`src/cas_pkg.sv`:
```
// shared types and codes of the compacting array store
`default_nettype none

package cas_pkg;

  // payload field widths
  localparam int OP_W      = 2;
  localparam int KEY_IN_W  = 32;
  localparam int STATUS_W  = 2;
  localparam int POS_W     = 4;
  localparam int FILL_W    = 5;

  // parameter defaults
  localparam int DEF_CAPACITY  = 16;
  localparam int DEF_KEY_WIDTH = 32;

  typedef logic [OP_W-1:0]     op_t;
  typedef logic [STATUS_W-1:0] status_t;

  // operation codes
  localparam op_t OP_INSERT = 2'd0;
  localparam op_t OP_SEARCH = 2'd1;
  localparam op_t OP_REMOVE = 2'd2;

  // result status codes
  localparam status_t ST_OK     = 2'd0;
  localparam status_t ST_FULL   = 2'd1;
  localparam status_t ST_ABSENT = 2'd2;

endpackage

`default_nettype wire

```
`src/compacting_array_store.sv`:
```
// compacting array store: unsorted key memory with insert, search and remove
//
//   channel | direction | words
//   in_     | input     | op, key_value
//   out_    | output    | status, position, fill_count
//
// One word at a time. Insert appends in a single write, and an unused op code
// goes straight to the result. Search and remove scan the entries in order: the
// single read port of the key memory gives one entry a cycle, first for the scan
// up to the match, then for the shift down of the entries after it. The result
// register holds a word until taken; a stalled result holds the next operation
// in its final state.
// Reset clears the fill count, state and valid flags; memory contents need no clearing.
`default_nettype none

module compacting_array_store #(
  parameter int CAPACITY  = cas_pkg::DEF_CAPACITY,
  parameter int KEY_WIDTH = cas_pkg::DEF_KEY_WIDTH
) (
  input  wire                          clk,
  input  wire                          rst_n,
  input  wire                          in_valid,
  output logic                         in_ready,
  input  wire  [cas_pkg::OP_W-1:0]     in_op,
  input  wire  [cas_pkg::KEY_IN_W-1:0] in_key_value,
  output logic                         out_valid,
  input  wire                          out_ready,
  output logic [cas_pkg::STATUS_W-1:0] out_status,
  output logic [cas_pkg::POS_W-1:0]    out_position,
  output logic [cas_pkg::FILL_W-1:0]   out_fill_count
);

  localparam int IDX_W = (CAPACITY > 1) ? $clog2(CAPACITY) : 1;
  localparam int CNT_W = $clog2(CAPACITY + 1);
  localparam logic [CNT_W-1:0] CAP_CNT = CNT_W'(CAPACITY);

  typedef logic [IDX_W-1:0]     idx_t;
  typedef logic [CNT_W-1:0]     cnt_t;
  typedef logic [KEY_WIDTH-1:0] key_t;

  // sequencer states
  localparam logic [2:0] S_IDLE   = 3'd0;
  localparam logic [2:0] S_INSERT = 3'd1;
  localparam logic [2:0] S_SCAN   = 3'd2;
  localparam logic [2:0] S_SHIFT  = 3'd3;
  localparam logic [2:0] S_DONE   = 3'd4;

  logic [2:0]      state_r, state_nxt;
  cas_pkg::op_t    op_r, op_nxt;
  key_t            key_r, key_nxt;
  cnt_t            cnt_r, cnt_nxt;
  cnt_t            ptr_r, ptr_nxt;
  logic            rd_vld_r, rd_vld_nxt;
  idx_t            rd_idx_r, rd_idx_nxt;
  cas_pkg::status_t res_status_r, res_status_nxt;
  idx_t            res_pos_r, res_pos_nxt;
  logic            out_valid_r, out_valid_nxt;
  cas_pkg::status_t out_status_r, out_status_nxt;
  idx_t            out_pos_r, out_pos_nxt;
  cnt_t            out_cnt_r, out_cnt_nxt;

  // key memory ports
  key_t            mem [CAPACITY];
  key_t            rd_data_r;
  logic            mem_we;
  idx_t            mem_waddr;
  key_t            mem_wdata;
  logic            mem_re;
  idx_t            mem_raddr;

  logic [63:0]     key_ext;
  key_t            key_in;
  logic            hit;
  idx_t            ptr_idx;

  // keep the low key bits only
  assign key_ext = 64'(in_key_value);
  assign key_in  = key_ext[KEY_WIDTH-1:0];

  assign ptr_idx  = ptr_r[IDX_W-1:0];
  assign hit      = rd_vld_r && (rd_data_r == key_r);
  assign in_ready = (state_r == S_IDLE);

  // sequencer
  always_comb begin
    state_nxt      = state_r;
    op_nxt         = op_r;
    key_nxt        = key_r;
    cnt_nxt        = cnt_r;
    ptr_nxt        = ptr_r;
    rd_vld_nxt     = rd_vld_r;
    rd_idx_nxt     = rd_idx_r;
    res_status_nxt = res_status_r;
    res_pos_nxt    = res_pos_r;
    out_valid_nxt  = out_valid_r && !out_ready;
    out_status_nxt = out_status_r;
    out_pos_nxt    = out_pos_r;
    out_cnt_nxt    = out_cnt_r;
    mem_we         = 1'b0;
    mem_waddr      = rd_idx_r;
    mem_wdata      = rd_data_r;
    mem_re         = 1'b0;
    mem_raddr      = ptr_idx;

    unique case (state_r)
      S_IDLE: begin
        if (in_valid) begin
          op_nxt         = in_op;
          key_nxt        = key_in;
          ptr_nxt        = '0;
          rd_vld_nxt     = 1'b0;
          res_status_nxt = cas_pkg::ST_OK;
          res_pos_nxt    = '0;
          unique case (in_op)
            cas_pkg::OP_INSERT: state_nxt = S_INSERT;
            cas_pkg::OP_SEARCH,
            cas_pkg::OP_REMOVE: state_nxt = S_SCAN;
            default:            state_nxt = S_DONE;
          endcase
        end
      end

      // append at the end when there is room
      S_INSERT: begin
        if (cnt_r < CAP_CNT) begin
          mem_we         = 1'b1;
          mem_waddr      = cnt_r[IDX_W-1:0];
          mem_wdata      = key_r;
          res_status_nxt = cas_pkg::ST_OK;
          res_pos_nxt    = cnt_r[IDX_W-1:0];
          cnt_nxt        = cnt_r + 1'b1;
        end else begin
          res_status_nxt = cas_pkg::ST_FULL;
          res_pos_nxt    = '0;
        end
        state_nxt = S_DONE;
      end

      // one read issued and one compare per cycle
      S_SCAN: begin
        if (hit) begin
          res_status_nxt = cas_pkg::ST_OK;
          res_pos_nxt    = rd_idx_r;
          rd_vld_nxt     = 1'b0;
          if (op_r == cas_pkg::OP_REMOVE) begin
            ptr_nxt   = CNT_W'(rd_idx_r) + 1'b1;
            state_nxt = S_SHIFT;
          end else begin
            state_nxt = S_DONE;
          end
        end else if (ptr_r < cnt_r) begin
          mem_re     = 1'b1;
          rd_vld_nxt = 1'b1;
          rd_idx_nxt = ptr_idx;
          ptr_nxt    = ptr_r + 1'b1;
        end else begin
          rd_vld_nxt     = 1'b0;
          res_status_nxt = cas_pkg::ST_ABSENT;
          res_pos_nxt    = '0;
          state_nxt      = S_DONE;
        end
      end

      // read entry i+1, write it back at i in the following cycle
      S_SHIFT: begin
        if (rd_vld_r) begin
          mem_we = 1'b1;
        end
        if (ptr_r < cnt_r) begin
          mem_re     = 1'b1;
          rd_vld_nxt = 1'b1;
          rd_idx_nxt = ptr_idx - 1'b1;
          ptr_nxt    = ptr_r + 1'b1;
        end else begin
          rd_vld_nxt = 1'b0;
          if (!rd_vld_r) begin
            cnt_nxt   = cnt_r - 1'b1;
            state_nxt = S_DONE;
          end
        end
      end

      // hand the result to the output register once it is free
      S_DONE: begin
        if (!out_valid_r || out_ready) begin
          out_valid_nxt  = 1'b1;
          out_status_nxt = res_status_r;
          out_pos_nxt    = res_pos_r;
          out_cnt_nxt    = cnt_r;
          state_nxt      = S_IDLE;
        end
      end

      default: state_nxt = S_IDLE;
    endcase
  end

  // control registers
  always_ff @(posedge clk) begin
    if (!rst_n) begin
      state_r     <= S_IDLE;
      cnt_r       <= '0;
      rd_vld_r    <= 1'b0;
      out_valid_r <= 1'b0;
    end else begin
      state_r     <= state_nxt;
      cnt_r       <= cnt_nxt;
      rd_vld_r    <= rd_vld_nxt;
      out_valid_r <= out_valid_nxt;
    end
  end

  // payload registers
  always_ff @(posedge clk) begin
    op_r         <= op_nxt;
    key_r        <= key_nxt;
    ptr_r        <= ptr_nxt;
    rd_idx_r     <= rd_idx_nxt;
    res_status_r <= res_status_nxt;
    res_pos_r    <= res_pos_nxt;
    out_status_r <= out_status_nxt;
    out_pos_r    <= out_pos_nxt;
    out_cnt_r    <= out_cnt_nxt;
  end

  // key memory, one write and one registered read per cycle
  always_ff @(posedge clk) begin
    if (mem_we) begin
      mem[mem_waddr] <= mem_wdata;
    end
    if (mem_re) begin
      rd_data_r <= mem[mem_raddr];
    end
  end

  assign out_valid      = out_valid_r;
  assign out_status     = out_status_r;
  assign out_position   = cas_pkg::POS_W'(out_pos_r);
  assign out_fill_count = cas_pkg::FILL_W'(out_cnt_r);

endmodule

`default_nettype wire

```
`config.mk`:
```
export PLATFORM = sky130hd
export DESIGN_NAME = compacting_array_store
export DESIGN_NICKNAME = d
export VERILOG_FILES = /design/src/cas_pkg.sv /design/src/compacting_array_store.sv
export SDC_FILE = /design/constraint.sdc
export NUM_CORES = 1
export LEC_CHECK = 0
export BUFFER_PORTS_ARGS = -buffer_cell sky130_fd_sc_hd__buf_2
export CAP_MARGIN = 20
export CORE_AREA = 5 5 213 215
export DETAILED_ROUTE_END_ITERATION = 8
export DIE_AREA = 0 0 218 220
export PLACE_DENSITY = 0.75
export SYNTH_ARGS = -nofsm -noshare
export SYNTH_HDL_FRONTEND = slang
export SYNTH_SLANG_ARGS = --single-unit
```
`constraint.sdc`:
```
create_clock -name clk -period 3.15 [get_ports clk]
set_input_delay 0.315 -clock clk [delete_from_list [all_inputs] [get_ports clk]]
set_output_delay 0.315 -clock clk [all_outputs]
set_load 0.05 [all_outputs]
```
# Word level (Yosys, flattened, before mapping)

Memory sizes are Yosys's and may differ from the RTL's. A register that Yosys moved wholly into a read port is not among the register bits.
Index checks and enable logic that the tools add are counted.

Bits in writable memories: 512
Bits of input ports: 38
Output and inout port bits: 13
ROM bits: 0
Bits in registers: 70
Logic and storage cells: 107
Memories kept: 1
Latch bits: 0

Shift-type cells: 0
Reduce and logical (&&, ||, !) cells: 20
Eq/ne operators: 18
Multipliers: 0
Divide/modulo/power cells: 0
Bitwise gates (word level): 0
$lt $le $gt $ge: 2
Multiplexer cells: 48
Add/sub/neg operators: 5

Memories:

| name | words | bits a word | read ports | clocked after Yosys merged registers in | write ports | line                         | RTL |
|---|---|---|---|---|---|---|---|
| mem  | 16    | 32          | 1          | 1                                       | 1           | compacting_array_store.sv:63 | `key_t mem [CAPACITY];` |

Operator list:

| cell                  | number |
|---|---|
| $mux W32              | 2 |
| $mux W4               | 9 |
| $mux W5               | 7 |
| $eq A32 B32 Y1        | 1 |
| $mux W3               | 7 |
| $ne A2 B2 Y1 const B  | 8 |
| $pmux W3 S5           | 1 |
| $pmux W5 S3           | 1 |
| $pmux W4 S3           | 1 |
| $add A5 B1 Y5 const B | 2 |
| $mux W1               | 10 |
| $pmux W5 S2           | 1 |
| $pmux W4 S2           | 1 |
| $reduce_and A4 Y1     | 2 |
| $eq A3 B2 Y1 const B  | 2 |
| $mux W2               | 3 |
| $ne A3 B3 Y1 const B  | 2 |
| $pmux W2 S3           | 1 |
| $pmux W3 S2           | 1 |
| $reduce_and A2 Y1     | 3 |
| $reduce_and A3 Y1     | 2 |
| $reduce_bool A3 Y1    | 2 |
| $add A4 B1 Y5 const B | 1 |
| $lt A5 B5 Y1          | 1 |
| other kinds (17)      | 22 |

# Longest topological paths before layout

Gate-level depths: netlist of run 1.

Depth after elaboration: 5
Depth in mapped cells: 11
Depth with buffers taken out: 9

# Worst setup path after synthesis of run 1

No wires, ideal clock.

Path type: register to register
Start point: register state_r[2]
End point: memory mem[0][0] (netlist bit) (enable)
Stages on the path, launching flop included: 8
Arrival time: 2.749 ns
Setup slack: -0.020 ns
Clock period less this slack: 3.170 ns
Buffers on the path: 2
Data required time: 2.729 ns
Library setup time: 0.421 ns
Path through: dfxtp_1 > buf_2 > nor2_1 > nand2_1 > nor2_1 > clkbuf_1 > a31oi_1 > nor2_1

Longest elaborated chain between the ends: 4
Elaborated cells on any way between the ends: 6
Classes of those cells: eq/ne: 2; mux: 4

Ends and longest elaborated chain:

| what                                                | line                          | RTL |
|---|---|---|
| start: declaration                                  | compacting_array_store.sv:48  | `logic [2:0] state_r, state_nxt;` |
| start signal: assignment                            | compacting_array_store.sv:206 | `state_r <= state_nxt;` |
| $eq A3 B2 Y1 / $eq A3 B1 Y1 (equally long branches) | compacting_array_store.sv:105 | `unique case (state_r)` |
| $pmux W1 S2                                         | compacting_array_store.sv:105 |  |
| $mux W1                                             | compacting_array_store.sv:228 | `if (mem_we) begin` |
| $mux W1 (implied by the code)                       | compacting_array_store.sv:229 | `mem[mem_waddr] <= mem_wdata;` |
| end: declaration                                    | compacting_array_store.sv:63  |  |

Several ways; a longest one is shown, not always the timed one.

# Worst setup path after layout of run 1

Start point: register key_r[6]
End point: register ptr_r[0] (enable)

Longest elaborated chain between the ends: 4

Ends and longest elaborated chain:

| what                               | line                          | RTL |
|---|---|---|
| start: declaration                 | compacting_array_store.sv:50  | `key_t key_r, key_nxt;` |
| start signal: assignment           | compacting_array_store.sv:216 | `key_r <= key_nxt;` |
| $eq A32 B32 Y1                     | compacting_array_store.sv:81  | `assign hit = rd_vld_r && (rd_data_r == key_r);` |
| $logic_and A1 B1 Y1                | compacting_array_store.sv:81  |  |
| $ne A3 B3 Y1 (no source line)      | -                             |  |
| $reduce_and A3 Y1 (no source line) | -                             |  |
| end signal: assignment             | compacting_array_store.sv:217 | `ptr_r <= ptr_nxt;` |
| end: declaration                   | compacting_array_store.sv:52  | `cnt_t ptr_r, ptr_nxt;` |

Every way passes these cells.
A chain may end at the register's enable or synchronous reset.

==> results_dict.tcl, run 1 <==
set metrics [dict create \
    finClkSkew_ns 0.02189 \
    irDropWorstVdd_uv 512.5 \
    min_period_ns 2.831 \
    cts_setup_buffers 0 \
    syn-mean-instance-area_um2 20.99 \
    initial_core_util_pct 55.04 \
    power.leakage_nw 8.887 \
    powerDensity_mw_per_mm2 761.4 \
    wl_mm 51.66 \
    synth_top_area_cell "edfxtp_1" \
    core_area_mm2 0.04355 \
    antenna_left 0 \
    final_common_cell "edfxtp_1" \
    setup_ws_ns 0.3192 \
    die_area_mm2 0.04796 \
    synth_area_mm2 0.02397 \
    drc 0 \
    cts_tree "built" \
    timing.setup.tns_ns 0 \
    dr_total_vias 11664 \
    synth.area.top_cells "edfxtp_1 (76%), mux4_2 (15%), nand2_1 (1.8%)" \
    hold_path_depth 4 \
    worstHoldStart "out_ready" \
    syn_inst 1142 \
    r2r-end "ptr_r[0]$_DFFE_PP_" \
    syn-num-nets 1193 \
    root_buffer "clkbuf_16" \
    p_total_w 0.02102 \
    drive_above_1_share_pct 27.02 \
    firstDrtPassIters 6 \
    io_pins 51 \
    r2r_start "key_r[6]$_DFFE_PP_" \
    hold_path_class "primary input to register" \
    ys_warn_count 0 \
    post-place-ws_ns 0.4041 \
    setup_viol 0 \
    via_per_inst 6.085 \
    relSlewSlack_pct 28.86 \
    crit_chain "xnor2_1, nand4_1, nor4_1, buf_4, nand4_1, buf_4, nor2_2, a21o_1, nand2_1" \
    grt_usage_pct 22.12 \
    async_reset_ff_share_pct 0 \
    cts_buffers 59 \
    die_h_um 220 \
    post-route-period-util_pct 89.87 \
    arrival_ns 3.15 \
    cts_htree_levels 2 \
    startpoint_type "register" \
    r2r.worst_path.cells 9 \
    critical_path.slowest_cell "edfxtp_1" \
    place_congestion 0.8719 \
    fmax_mhz 353.3 \
    grt_pass1_vias 12004 \
    cts_resized 0 \
    num_antenna_cells 0 \
    required_ns 3.47 \
    status "finished clean" \
    placementRows 77 \
    fp.dieW_um 218 \
    synth-main-ff-cell "edfxtp_1" \
    finalNetCount 1332 \
    antenna_found_initial 0 \
    area_delta_synth_final_pct 15.16 \
    clk_latency_ns 0.61 \
    slew_viol_final 0 \
    critical_path_class "register to register" \
    grt.overflow.total 0 \
    layout_common_cells "edfxtp_1 (604), mux4_2 (160), nand2_1 (112)" \
    hold_buffers 35 \
    ys_seq_area_share_pct 76.51 \
    grt_max_degree 88 \
    hold_slack_ns 0.04492 \
    drt_iter0_markers 1335 \
    portBuffers 50 \
    cts_max_path_buffers 3 \
    max-cap-violations 0 \
    cp-end-kind "register" \
    hold_end "state_r[2]$_SDFFE_PN0P_" \
    ys_types 42 \
    dpl.hpwl_mm 27.84 \
    wl_per_cell_um 26.95 \
    synth-edff-count 604 \
    tightestPinTransition_ns 1.062 \
    final_hold_viol_count 0 \
    fillCellCount 2902 \
    r2r_setup_slack_ns 0.32 \
    synth_seq_cells 614 \
    yosysTopAreaCellShare_pct 75.67 \
    cts.sinks 614 \
    worst-path-max-fanout 10 \
    grt_pass1_wl_mm 77.54 \
    rsz0062_at_grt "false" \
    cpPeakStageDelay_ns 0.43 \
    worst_setup_hold_path_clk_slew_ns 0.06 \
]
[power breakdown]
| part | total [W] | internal (W) | switching, W |
|---|---|---|---|
| Combinational | 0.00416 | 0.00190 | 0.00226 |
| Clock | 0.00687 | 0.00399 | 0.00288 |
| Sequential | 0.00998 | 0.00977 | 0.000211 |
[synthesized netlist by cell type, types with 2 or more instances]
master,number
o32ai_1,2
and3_1,2
nor2b_1,2
nand2_1,113
nand2b_1,4
nand3_1,8
inv_1,14
a21oi_1,12
buf_1,5
xor2_1,13
edfxtp_1,604
ha_1,12
mux4_2,160
a21o_1,4
a31oi_1,4
a21oi_2,2
nor3_1,5
nand4_1,6
clkbuf_1,26
nor2_1,38
o21ai_0,3
nor4_1,5
dfxtp_1,10
mux2i_1,5
o21ai_1,4
xnor2_1,32
nor3b_1,2
a211oi_1,8
a22o_1,4
buf_2,21
[sequential cells by signal (all words and copies together), names as in the netlist]
| name | cells |
|---|---|
| res_pos_r | 4 |
| res_status_r | 2 |
| rd_vld_r | 1 |
| out_fill_count | 5 |
| out_status | 2 |
| cnt_r | 5 |
| out_valid | 1 |
| ptr_r | 5 |
| key_r | 32 |
| rd_idx_r | 4 |
| mem | 512 |
| state_r | 3 |
| op_r | 2 |
| rd_data_r | 32 |
| out_position | 4 |
[layout make-up]
class / instances / area (um^2) / area share, %
Clock buffer: 82 / 1625 / 5.888
Multi-Input combinational cell: 460 / 5477 / 19.84
Sequential cell: 614 / 18340 / 66.43
Tap cell: 592 / 740.7 / 2.683
Clock inverter: 23 / 245.2 / 0.8884
Inverter: 15 / 56.30 / 0.2040
Timing Repair Buffer: 131 / 1121 / 4.061
[metal layers]
metal	track usage, %	part of all wire (%)
met1	31.55	39
met2	35.99	50
met3	4.341	9.1
met4	5.778	2.5
met5	0	0
[worst max path at each step]
stage               slack [ns]  depth (start not counted)                    start                   to
floorplan                -0.02                          7  state_r[2]$_SDFFE_PN0P_  mem[0][0]$_DFFE_PP_
global placement          0.45                          9       key_r[6]$_DFFE_PP_   ptr_r[4]$_DFFE_PP_
detailed placement        0.40                          9       key_r[6]$_DFFE_PP_   ptr_r[1]$_DFFE_PP_
CTS                       0.37                          9       key_r[6]$_DFFE_PP_   ptr_r[1]$_DFFE_PP_
global route              0.23                          9       key_r[6]$_DFFE_PP_   ptr_r[1]$_DFFE_PP_
finish                    0.32                          9       key_r[6]$_DFFE_PP_   ptr_r[0]$_DFFE_PP_
[logic make-up (layout without fill, tap and decap cells)]
logic type               after synthesis  after routing  synth area share [%]
multiplexers                         166            166                 15.29
buffers and inverters                 68            251                 1.206
XOR/XNOR                              45             45                 1.644
AND/OR/NAND/NOR                      189            189                 3.299
flip-flops                           614            614                 76.51
adder cells (fa/ha/maj)               13             13                0.7099
AO/OA/AOI/OAI                         47             47                 1.342
[worst max-delay path, delay by kind of cell, from the launching register on]
| family | cells | cell delay [ns] |
|---|---|---|
| buffers and inverters | 2 | 0.40 |
| flip-flops | 1 | 0.43 |
| AND/OR/NAND/NOR | 5 | 1.19 |
| XOR/XNOR | 1 | 0.37 |
| AO/OA/AOI/OAI | 1 | 0.16 |
[metrics by stage]
stage / std cells / util [%] / instance area [um^2]
finish: 1917 / 63.39 / 27600
global placement: 1777 / 58.29 / 25380
CTS: 1917 / 63.39 / 27600
global route: 1917 / 63.39 / 27600
floorplan: 1142 / - / 23970
detailed placement: 1777 / 58.29 / 25380
No activity file was read; power rests on OpenSTA's default activity.
==> inputs of run 2 (changes only) <==
Settings changed: PLACE_DENSITY 0.75 to 0.77.
==> run 2 against run 1 <==
  * Sequential cell count did not move
  * Design area barely moved
  * Largest power group unchanged
  * Maximum frequency fell by 0.72%
  * Combinational power rose by 2%
  * First-iteration DRC count fell by 1.3%
  * Global-route usage rose by 0.78 points
  * Clock skew fell by 0.010 ns
  * Utilization barely moved
  * Wire length rose by 3.8%
==> results_dict.tcl, run 2 (synthesized netlist as in run 1, its figures left out) <==
set metrics [dict create \
    wl_mm 53.64 \
    final_hold_viol_count 0 \
    startpoint_type "register" \
    r2r-end "ptr_r[4]$_DFFE_PP_" \
    pwr-share-seq_pct 47.8 \
    p_total_w 0.02080 \
    fmax_mhz 350.7 \
    hold_path_depth 4 \
    min_period_ns 2.851 \
    setup_ws_ns 0.2987 \
    place_congestion 0.8107 \
    largestRegisters "mem: 512 flops, key_r: 32 flops, rd_data_r: 32 flops" \
    hold_path_class "primary input to register" \
    hold_end "out_valid$_SDFF_PN0_" \
    grt_max_degree 135 \
    relSlewSlack_pct 33.43 \
    cts_max_path_buffers 3 \
    drt_iter0_markers 1317 \
    num_antenna_cells 0 \
    crit_chain "xnor2_1, nand4_1, nor4_2, nand4_1, buf_4, nor2_2, a21o_1, nand2_1" \
    arrival_ns 3.18 \
    portBuffers 50 \
    initial_core_util_pct 55.04 \
    worst-path-max-fanout 10 \
    required_ns 3.48 \
    worst_setup_hold_path_clk_slew_ns 0.07 \
    cp-end-kind "register" \
    io_pins 51 \
    critical_path.slowest_cell "nor4_2" \
    dpl.hpwl_mm 29.29 \
    power_switching_w 0.005390 \
    share_comb_of_total_power_pct 20.5 \
    power.leakage_nw 8.883 \
    rsz0062_at_grt "false" \
    dr_total_vias 11802 \
    p_clk_share_pct 31.7 \
    clk_latency_ns 0.61 \
    cts_htree_levels 2 \
    critPathTopFamily "simple AND/OR/NAND/NOR gates" \
    grt_use_met3_pct 4.685 \
    worstHoldStart "out_ready" \
    wl_per_cell_um 27.98 \
    status "finished clean" \
    die_area_mm2 0.04796 \
    layout_common_cells "edfxtp_1 (604), mux4_2 (160), nand2_1 (112)" \
    cts.sinks 614 \
    path_common_cell "nand4_1" \
    cpPeakStageDelay_ns 0.50 \
    grt_pass1_vias 12061 \
    drc 0 \
    r2r.worst_path.cells 8 \
    tightestPinTransition_ns 0.9939 \
    crit_start "key_r[20]$_DFFE_PP_" \
    irDropWorstVdd_uv 492.2 \
    grt_util_met2_pct 37.15 \
    grt.overflow.total 0 \
    path_buf_inv 1 \
    grt_use_met1_pct 31.99 \
    max-cap-violations 0 \
    core_area_mm2 0.04355 \
    r2r_start "key_r[20]$_DFFE_PP_" \
    internal_power_w 0.01541 \
    switching_share_pct 25.91 \
    fillCellCount 2886 \
    via_per_inst 6.156 \
    critical_path_class "register to register" \
    fp.dieW_um 218 \
    post-place-ws_ns -0.05179 \
    finalNetCount 1333 \
    cts_buffers 56 \
    post-route-period-util_pct 90.52 \
    regMostFlops "mem" \
    cts_setup_buffers 0 \
    die_h_um 220 \
    grt_pass1_wl_mm 79.58 \
    finClkSkew_ns 0.01175 \
    drive_above_1_share_pct 27.55 \
    cts_tree "built" \
    powerDensity_mw_per_mm2 753.6 \
    busiest_layer "met2" \
    placementRows 77 \
    largest_reg_flops 512 \
    antenna_found_initial 2 \
    firstDrtPassIters 5 \
    root_buffer "clkbuf_16" \
    area_delta_synth_final_pct 15.15 \
    final_common_cell "edfxtp_1" \
    slew_viol_final 0 \
    setup_viol 0 \
    grt_usage_pct 22.90 \
    antenna_left 0 \
    r2r_setup_slack_ns 0.30 \
]
==> run 2: changes by cell type in the layout (fill, tap and decap cells not counted), moves of 2 or more <==
cell       before  now
clkinv_1        9   13
clkbuf_8        2    0
buf_12         14   20
clkbuf_16      61   57
buf_4          32   30
clkbuf_1       19   10
clkinv_2        5   13
==> run 2: worst reg2reg max path: cells and delay by family (launching register included) <==
| kind | cells | cell delay, ns |
|---|---|---|
| AND/OR/NAND/NOR | 5 | 1.47 |
| flip-flops | 1 | 0.41 |
| XOR/XNOR | 1 | 0.30 |
| buffers and inverters | 1 | 0.23 |
| AO/OA/AOI/OAI | 1 | 0.17 |
==> run 2: power groups by stage <==
stage          registers, W  clock network (W)  logic, W
3_3_place_gp         0.0101                  0   0.00416
5_1_grt             0.00997            0.00703   0.00456
2_1_floorplan        0.0101                  0   0.00304
6_report            0.00995            0.00659   0.00426
4_1_cts             0.00995            0.00666   0.00433
3_5_place_dp         0.0101                  0   0.00424
==> run 2: worst max path at each step <==
stage          cells past startpoint                     end  slack [ns]
2_1_floorplan                      7     mem[0][0]$_DFFE_PP_       -0.02
3_3_place_gp                       8  res_pos_r[1]$_DFFE_PP_        0.05
3_5_place_dp                       8  res_pos_r[2]$_DFFE_PP_       -0.05
4_1_cts                            8  res_pos_r[3]$_DFFE_PP_        0.14
5_1_grt                            8      ptr_r[0]$_DFFE_PP_         0.1
6_report                           8      ptr_r[4]$_DFFE_PP_        0.30
==> run 2: metrics by stage <==
stage / cell area (um^2) / hold slack (ns) / cells / TNS (ns) / util (%)
finish: 27600 / 0.06398 / 1917 / 0 / 63.38
global route: 27600 / 0.09547 / 1917 / 0 / 63.38
CTS: 27600 / 0.02501 / 1917 / 0 / 63.37
detailed placement: 25490 / 0.4065 / 1781 / -0.3099 / 58.53
global placement: 25490 / 0.4014 / 1781 / 0 / 58.53
floorplan: 23970 / 0.4003 / 1142 / -4.091 / -
==> run 2: what timing repair did <==
item,4_1_cts,5_1_grt
gates cloned,0,0
hold buffers,35,0
hold endpoints to repair,36,0
gates resized for setup,1,1
endpoints found under the setup margin,6,6
==> run 2: cell type report <==
type / count / area [um^2] / area share [%]
Clock buffer: 67 / 1464 / 5.304
Clock inverter: 34 / 289.0 / 1.047
Inverter: 15 / 56.30 / 0.2040
Multi-Input combinational cell: 460 / 5485 / 19.87
Sequential cell: 614 / 18340 / 66.44
Tap cell: 592 / 740.7 / 2.684
Timing Repair Buffer: 135 / 1226 / 4.443
==> run 2: metal layers <==
| layer | routed length (um) | up-vias |
|---|---|---|
| met5 | 13 | - |
| met3 | 4973 | 104 |
| li1 | - | 4928 |
| met2 | 26650 | 646 |
| met1 | 20440 | 6122 |
| met4 | 1562 | 2 |
==> inputs of run 3 (changes only) <==
Settings changed: CAP_MARGIN 20 to default, GPL_TIMING_DRIVEN from default to 0.
==> run 3 against run 2 <==
  * The flow now finishes with violations (negative setup slack)
  * Power increased by 2.9%
  * Design area grew 1.9%
  * Hold slack better by 0.0020 ns
  * Maximum frequency decreased by 9.8%
  * Via count increased by 6.4%
  * Clock skew is 0.021 ns higher
  * Wire length increased by 8.6%
  * Highest routed layer is now met4
  * Sequential share of layout area fell by 1.3 points
  * Sequential power barely moved
  * Final cell count is 2.8% higher
  * Largest power group unchanged
  * Clock power grew 4.4%
==> results_dict.tcl, run 3 (synthesized netlist as in run 1, its figures left out) <==
set metrics [dict create \
    status "complete, but fails checks" \
    violations "negative setup slack" \
    worst_setup_hold_path_clk_slew_ns 0.07 \
    drt_iter0_markers 1929 \
    core_area_mm2 0.04355 \
    cts_htree_levels 2 \
    hold_path_class "primary input to register" \
    cts_tree "built" \
    post-route-period-util_pct 100.3 \
    relSlewSlack_pct 16.28 \
    die_area_mm2 0.04796 \
    die_h_um 220 \
    slew_viol_final 0 \
    dpl_cell_area_mm2 0.02560 \
    grt_max_degree 31 \
    dpl.hpwl_mm 33.29 \
    setup_viol 2 \
    powerDensity_mw_per_mm2 760.8 \
    final_common_cell "edfxtp_1" \
    drive_above_1_share_pct 28.66 \
    io_pins 51 \
    power.leakage_nw 9.128 \
    finalCoreUtilization_pct 64.60 \
    max-cap-violations 0 \
    root_buffer "clkbuf_16" \
    finalNetCount 1382 \
    num_antenna_cells 0 \
    grt.overflow.total 0 \
    grt_pass1_wl_mm 84.06 \
    arrival_ns 3.52 \
    required_ns 3.50 \
    grt_usage_pct 24.55 \
    regMostFlops "mem" \
    cts.sinks 614 \
    area_delta_synth_final_pct 17.37 \
    antenna_left 0 \
    startpoint_type "register" \
    antenna_found_initial 0 \
    fillCellCount 2760 \
    largest_reg_flops 512 \
    critical_path_class "register to register" \
    setup_ws_ns -0.01047 \
    tightestPinTransition_ns 1.250 \
    drc 0 \
    stdcell_area_mm2 0.02813 \
    fp.dieW_um 218 \
    dr_total_vias 12563 \
    wl_mm 58.25 \
    initial_core_util_pct 55.04 \
    post-place-ws_ns -0.2256 \
    final_hold_viol_count 0 \
    portBuffers 50 \
    finClkSkew_ns 0.03279 \
    grt_pass1_vias 12798 \
    place_congestion 0.8207 \
    layout_common_cells "edfxtp_1 (604), mux4_2 (160), nand2_1 (112)" \
    clk_latency_ns 0.62 \
    via_per_inst 6.377 \
    fmax_mhz 316.4 \
    firstDrtPassIters 5 \
    wl_per_cell_um 29.57 \
    cts_max_path_buffers 3 \
    largestRegisters "mem: 512 flops, key_r: 32 flops, rd_data_r: 32 flops" \
    worst-path-max-fanout 10 \
    placementRows 77 \
    cts_buffers 58 \
    irDropWorstVdd_uv 551.7 \
    min_period_ns 3.160 \
    fin_cells 1970 \
    dp_cells 1806 \
    cp-end-kind "register" \
]
run 3: cell count changes in the layout (fill, tap and decap cells not counted), sizes merged:
cell	delta
buf	+20
nor2	+1
clkinvlp	+2
clkbuf	+33
clkinv	-3
run 3: what timing repair did:
item	4_1_cts	5_1_grt
resized for setup	3	11
endpoints found under the hold margin	36	0
cloned	1	0
hold buffers	35	0
buffers inserted	15	6
endpoints found under the setup margin	253	530
pin swaps	4	4
run 3: layout make-up:
class	count	area, um^2	area share [%]
clock inverters	33	309.0	1.099
well taps	592	740.7	2.633
multi-input cells	461	5477	19.47
inverters	15	56.30	0.2002
clock buffers	74	1562	5.551
repair buffers	128	1406	4.999
flip-flops and latches	614	18340	65.19
plain buffers	53	242.7	0.8629
run 3: critical path: stages, from the launching register on:
cell and delay [ns]:
edfxtp_1 0.46, clkbuf_1 0.48, buf_2 0.41, clkbuf_1 0.59, mux4_2 0.45, mux4_2 0.51
run 3: per-stage QoR:
step | hold slack, ns | TNS, ns | total power (W)
2_1_floorplan | 0.4003 | -4.091 | 0.01316
3_3_place_gp | 0.4010 | -1056.47 | 0.01432
3_5_place_dp | 0.4045 | -17.03 | 0.01456
4_1_cts | 0.02606 | 0 | 0.02147
5_1_grt | 0.08249 | -0.2364 | 0.02212
6_report | 0.06599 | -0.01183 | 0.02140
run 3: power breakdown:
part / internal, W / switching (W)
logic: 0.00193 / 0.00264
clock network: 0.00391 / 0.00297
registers: 0.00977 / 0.000190
run 3: final timing paths:
kind | cells past startpoint | from | slack [ns] | end
worst max register to register | 5 | ptr_r[1]$_DFFE_PP_ | -0.01 | rd_data_r[13]$_DFFE_PP_
worst max-delay path | 5 | ptr_r[1]$_DFFE_PP_ | -0.01 | rd_data_r[13]$_DFFE_PP_
worst min register to register | 0 | res_pos_r[2]$_DFFE_PP_ | 0.42 | out_position[2]$_DFFE_PP_
worst min-delay path | 4 | out_ready | 0.07 | state_r[2]$_SDFFE_PN0P_
run 3: routing by layer:
layer  part of all wire, %  GRT usage (%)  vias to the layer above
met3                    11          5.701                      182
met4                   4.7          10.66                        0
met5                     0              0                        -
met2                    49          39.86                      911
met1                    36          32.43                     6434
li1                      -              -                     5036
